<file path="src/spatial_audio_attenuation_pan_defines.svh">
// assertion macros shared by the spatial audio block
`ifndef SPATIAL_AUDIO_ATTENUATION_PAN_DEFINES_SVH
`define SPATIAL_AUDIO_ATTENUATION_PAN_DEFINES_SVH

// antecedent holds -> consequent holds in the same cycle
`define SAP_ASSERT_SAME(label, ante, cons) \
	label: assert property (@(posedge clk) disable iff (!arst_n) (ante) |-> (cons)) \
		else $error("sap assertion failed");

// antecedent holds -> consequent holds after the delay dly
`define SAP_ASSERT_DELAY(label, ante, dly, cons) \
	label: assert property (@(posedge clk) disable iff (!arst_n) (ante) |-> ##dly (cons)) \
		else $error("sap latency assertion failed");

`endif

</file>
<file path="src/sap_pkg.sv">
// ----------------------------------------------------------------------------
// sap_pkg
// shared constants and types of the spatial attenuation and pan pipeline
// ----------------------------------------------------------------------------
package sap_pkg;

	localparam int COORD_WIDTH_DEF = 24;
	localparam int CFG_WIDTH       = 24;
	localparam int BLEND_WIDTH     = 16;
	localparam int DIST_CFG_WIDTH  = 24;
	localparam int AXIS_WIDTH      = 16;
	localparam int ATT_WIDTH       = 16;
	localparam int PAN_WIDTH       = 17;
	localparam int DIV_STEPS       = 16;
	localparam int FRAC_BITS       = 15;
	localparam logic [15:0] UNITY  = 16'd32768;

	typedef enum logic [1:0] {
		REG_BLEND    = 2'd0,
		REG_MIN_DIST = 2'd1,
		REG_MAX_DIST = 2'd2
	} cfg_reg_t;

	typedef enum logic [1:0] {
		FALL_UNITY = 2'd0,
		FALL_ZERO  = 2'd1,
		FALL_DIV   = 2'd2
	} fall_sel_t;

	// control that travels with the pan divide
	typedef struct packed {
		logic byp;
		logic neg;
		logic ovf;
		logic zero;
	} pan_sb_t;

endpackage

</file>
<file path="src/sap_isqrt.sv">
// ----------------------------------------------------------------------------
// sap_isqrt
// pipelined integer square root, one root bit per stage
// ----------------------------------------------------------------------------
module sap_isqrt import sap_pkg::*; #(
	parameter int RW = 34,
	parameter int SW = 8
) (
	input  logic          clk,
	input  logic          arst_n,
	input  logic          in_valid,
	input  logic [RW-1:0] radicand,
	input  logic [SW-1:0] in_sb,
	output logic          out_valid,
	output logic [RW/2-1:0] root,
	output logic [SW-1:0] out_sb
);

	localparam int N   = RW / 2;
	localparam int RMW = N + 2;

	logic          v_sn    [N];
	logic [N-1:0]  root_sn [N];
	logic [RMW-1:0] rem_sn [N];
	logic [RW-1:0] rad_sn  [N];
	logic [SW-1:0] sb_sn   [N];

	for (genvar k = 0; k < N; k++) begin : g_stage
		logic          v_in;
		logic [N-1:0]  root_in;
		logic [RMW-1:0] rem_in;
		logic [RW-1:0] rad_in;
		logic [SW-1:0] sb_in;
		logic [RMW+1:0] cand;
		logic [RMW+1:0] trial;
		logic          ge;

		if (k == 0) begin : g_first
			assign v_in    = in_valid;
			assign root_in = '0;
			assign rem_in  = '0;
			assign rad_in  = radicand;
			assign sb_in   = in_sb;
		end else begin : g_next
			assign v_in    = v_sn[k-1];
			assign root_in = root_sn[k-1];
			assign rem_in  = rem_sn[k-1];
			assign rad_in  = rad_sn[k-1];
			assign sb_in   = sb_sn[k-1];
		end

		// trial subtract of 4*root+1 from the remainder
		assign cand  = {rem_in, rad_in[RW-1 -: 2]};
		assign trial = {{(RMW-N){1'b0}}, root_in, 2'b01};
		assign ge    = cand >= trial;

		always_ff @(posedge clk or negedge arst_n) begin
			if (!arst_n) begin
				v_sn[k] <= 1'b0;
			end else begin
				v_sn[k] <= v_in;
			end
		end

		always_ff @(posedge clk) begin
			root_sn[k] <= {root_in[N-2:0], ge};
			rem_sn[k]  <= ge ? RMW'(cand - trial) : RMW'(cand);
			rad_sn[k]  <= {rad_in[RW-3:0], 2'b00};
			sb_sn[k]   <= sb_in;
		end
	end

	assign out_valid = v_sn[N-1];
	assign root      = root_sn[N-1];
	assign out_sb    = sb_sn[N-1];

endmodule

</file>
<file path="config.mk">
export PLATFORM = sky130hd
export DESIGN_NAME = sap_isqrt
export DESIGN_NICKNAME = d
export VERILOG_FILES = /design/src/spatial_audio_attenuation_pan_defines.svh /design/src/sap_pkg.sv /design/src/sap_isqrt.sv
export SDC_FILE = /design/constraint.sdc
export NUM_CORES = 1
export LEC_CHECK = 0
export ABC_AREA = 0
export BUFFER_PORTS_ARGS = -buffer_cell sky130_fd_sc_hd__buf_4
export CAP_MARGIN = 20
export CORE_MARGIN = 5
export CORE_UTILIZATION = 66
export DETAILED_ROUTE_END_ITERATION = 7
export PLACE_DENSITY = 0.81
export REMOVE_ABC_BUFFERS = 1
export SYNTH_ARGS = -nofsm -noshare
export SYNTH_HDL_FRONTEND = slang
export SYNTH_SLANG_ARGS = --single-unit
</file>
<file path="constraint.sdc">
create_clock -name clk -period 5.7 [get_ports clk]
set_clock_uncertainty 0.15 [all_clocks]
set_input_delay 0.285 -clock clk [delete_from_list [all_inputs] [get_ports clk]]
set_output_delay 0.285 -clock clk [all_outputs]
set_load 0.01 [all_outputs]
</file>
==> out/qor.csv <==
metric,value,unit
status,completed,
cell count after placement,3267,
number of antenna diodes,0,
normalized max-slew margin,0.203,
total global routing track utilization,0.266,
combinational family with the most area after synthesis,simple AND/OR/NAND/NOR gates,
synthesized instance count,2649,
routability congestion estimate,0.949,
share of total power in sequential cells,0.482,
final critical-path share of the clock period,0.649,
Starting Density,0.672,
xor/xnor cell area share of the yosys netlist,0.0606,
max-slew violations,0,
switching power,4.32,mW
worst slew pin tran,1190,ps
clock sink count,860,
combinational share of power,0.159,
Cell Pwr Density,468,mW/mm2
PortBufs,70,
mean instance size in the synthesized netlist,11.0,um2
"non-filler cells, final",3461,
critical path type,register to register,
placement row count,76,
fraction of the mapped netlist area in compound gates,0.103,
area share of and/or/nand/nor cells after synthesis,0.112,
class of the most critical hold timing path,primary input to register,
global route overflow,0,
clock root cell,clkbuf_16,
register bit count reported by yosys,860,
aggregate negative setup slack,0,ps
nature of the critical path endpoint,register,
total DRC errors in the routed layout,0,
count of buffers added by post-CTS timing repair for setup,0,
launch instance of the worst register-to-register path,rem_sn[0][43]$_DFF_P_,
via count of the first global-routing pass,20100,
critical path startpoint,rem_sn[0][43]$_DFF_P_,
Register-to-Register Path Depth,7,
MaxCap Viol Count,0,
sort of element at the start of the critical path,register,
"Power, Total",15.7,mW
hold path cells,2,
placeable core region,0.0433,mm2
upper clock frequency limit,0.270,GHz
maximum number of pins on one net before global-route repair,31,
final critical path time including I/O delays and setup,3700,ps
first-pass GRT wire length,103000,um
WL final,63800,um
"Hold Vio Cnt, Final",0,
CTS H-tree depth,3,
layout cells sized above 1,0.0984,
count of nets after finishing,3029,
highest-count cells in the layout ignoring fill and taps,"dfxtp_1, inv_1, nor2_1",
TritonCTS clock tree,yes,
Die Span Y,220,um
iteration-0 DRC count of the detailed router,1636,
Die Footprint,0.0483,mm2
Vias,19400,
Worst Path Max Fanout,12,
sequential fraction of the synthesis area,0.595,
maximum count of clock buffers along a single path,3,
number of flops mapped to enable cells by yosys,0,
adder and majority gate portion of the synthesized area,0.0736,
endpoint arrival time on the critical path,4050,ps
static power due to leakage,15.6,nW
"Top FF cell, synth",dfxtp_1,
Clock transition at path regs,80,ps
setup repair after global routing missed its margin,no,
switching share of total power,0.276,
Inserted Clock Buffers,80,
Ys Warns,0,
count of final setup violators,0,
Layout Area Growth over Synthesis,15.2,%
hold_sp,radicand[21],
clk_lat worst skew,640,ps
Internal,11.3,mW
mean routed wirelength per cell,18.4,um
router iterations before antenna repair,6,
Post-CTS Hold Buffers,46,
"commonest non-fill, non-tap cell in the layout",dfxtp_1,
Final ANT Viol Nets,0,
area of the mapped netlist,0.0291,mm2
ys async rst share,0.0198,
total half-perimeter wirelength after legalization and detailed placement,38800,um
required time of the critical path,6050,ps
detail-routed via count per cell,5.61,
antenna violations before repair,0,
Die X,220,um
number of ports placed on the die boundary,71,
Peak VDD IR,387,uV
mux share of post-synthesis cell area,0.0209,
post-synth cell types,89,
proportion of power drawn by the clock network,0.358,
cells resized by post-CTS repair,0,
-- sequential cells by signal, indices dropped and copies added, names as in the netlist --
name / flops
root_sn: 153
g_stage.v_in: 16
sb_sn: 136
rem_sn: 282
out_valid: 1
rad_sn: 272
-- synth_stat cells, types with 23 or more instances --
library cell / count / area [um2]
nor2b_1: 31 / 194
xnor2_1: 96 / 841
clkbuf_1: 25 / 93.8
dfxtp_1: 843 / 16900
nand4_1: 24 / 150
nand2_1: 141 / 529
inv_1: 211 / 792
nand2b_1: 23 / 144
o21a_1: 44 / 330
nor4_1: 36 / 225
a21oi_1: 138 / 691
o21ai_0: 108 / 541
nor2_1: 183 / 687
mux2_2: 41 / 462
nand3_1: 37 / 185
nor3_1: 56 / 280
a21o_1: 33 / 248
xor2_1: 105 / 920
ha_1: 171 / 2140
-- through the flow --
stage               setup slack [ps]  utilization  cell area [um2]  hold slack [ps]
floorplan                       2530            -            28900             -161
global placement                2360        0.697            30100            -3.69
detailed placement              2270        0.697            30100             1.83
CTS                             2110        0.773            33400             89.5
global route                    1770        0.774            33500              105
finish                          2000        0.774            33500              125
-- per-layer routing --
layer | routed length (um) | vias up | share of wire | global-route usage
li1 | - | 9345 | - | -
met1 | 25900 | 9224 | 0.41 | 0.319
met2 | 32000 | 637 | 0.50 | 0.473
met3 | 3330 | 195 | 0.052 | 0.0532
met4 | 2600 | 0 | 0.041 | 0.102
met5 | 0 | - | 0 | 0
-- cells by family after synthesis --
| logic type | after synthesis |
|---|---|
| AND/OR/NAND/NOR | 645 |
| flip-flops | 860 |
| AO/OA/AOI/OAI | 466 |
| multiplexers | 52 |
| adder cells (fa/ha/maj) | 171 |
| buffers and inverters | 253 |
| other | 1 |
| XOR/XNOR | 201 |
-- critical path, cell delays in order (launching register included) --
cell and delay, ps:
dfxtp_1 360, nor4_1 1010, nor4b_1 740, nand3_1 320, nand2b_1 440, nand2_1 280, nor4_1 90, xor2_1 150
-- power groups by stage --
stage,clock network [mW],logic (mW),registers [mW]
3_3_place_gp,0,2.28,7.61
4_1_cts,5.68,2.46,7.54
6_report,5.61,2.50,7.56
5_1_grt,5.98,2.78,7.65
2_1_floorplan,0,1.88,7.44
3_5_place_dp,0,2.37,7.65
-- cell type report --
type,count,area (um2)
flip-flops and latches,860,17300
multi-input cells,1536,10800
fillers,2536,9800
clock buffers,116,2260
repair buffers,121,1030
inverters,214,803
well taps,585,732
clock inverters,29,571
-- final timing paths --
| kind | slack [ps] | endpoint |
|---|---|---|
| worst max-delay path | 2000 | rem_sn[0][65]$_DFF_P_ |
| worst min-delay path | 130 | rad_sn[0][21]$_DFF_P_ |
| worst max register to register | 2000 | rem_sn[0][65]$_DFF_P_ |
| worst min register to register | 160 | rad_sn[0][158]$_DFF_P_ |
| max in group asynchronous | 4270 | g_stage[1].v_in$_DFF_PN0_ |
| min in group asynchronous | 700 | g_stage[16].v_in$_DFF_PN0_ |
(Power assumes the default switching activity.)
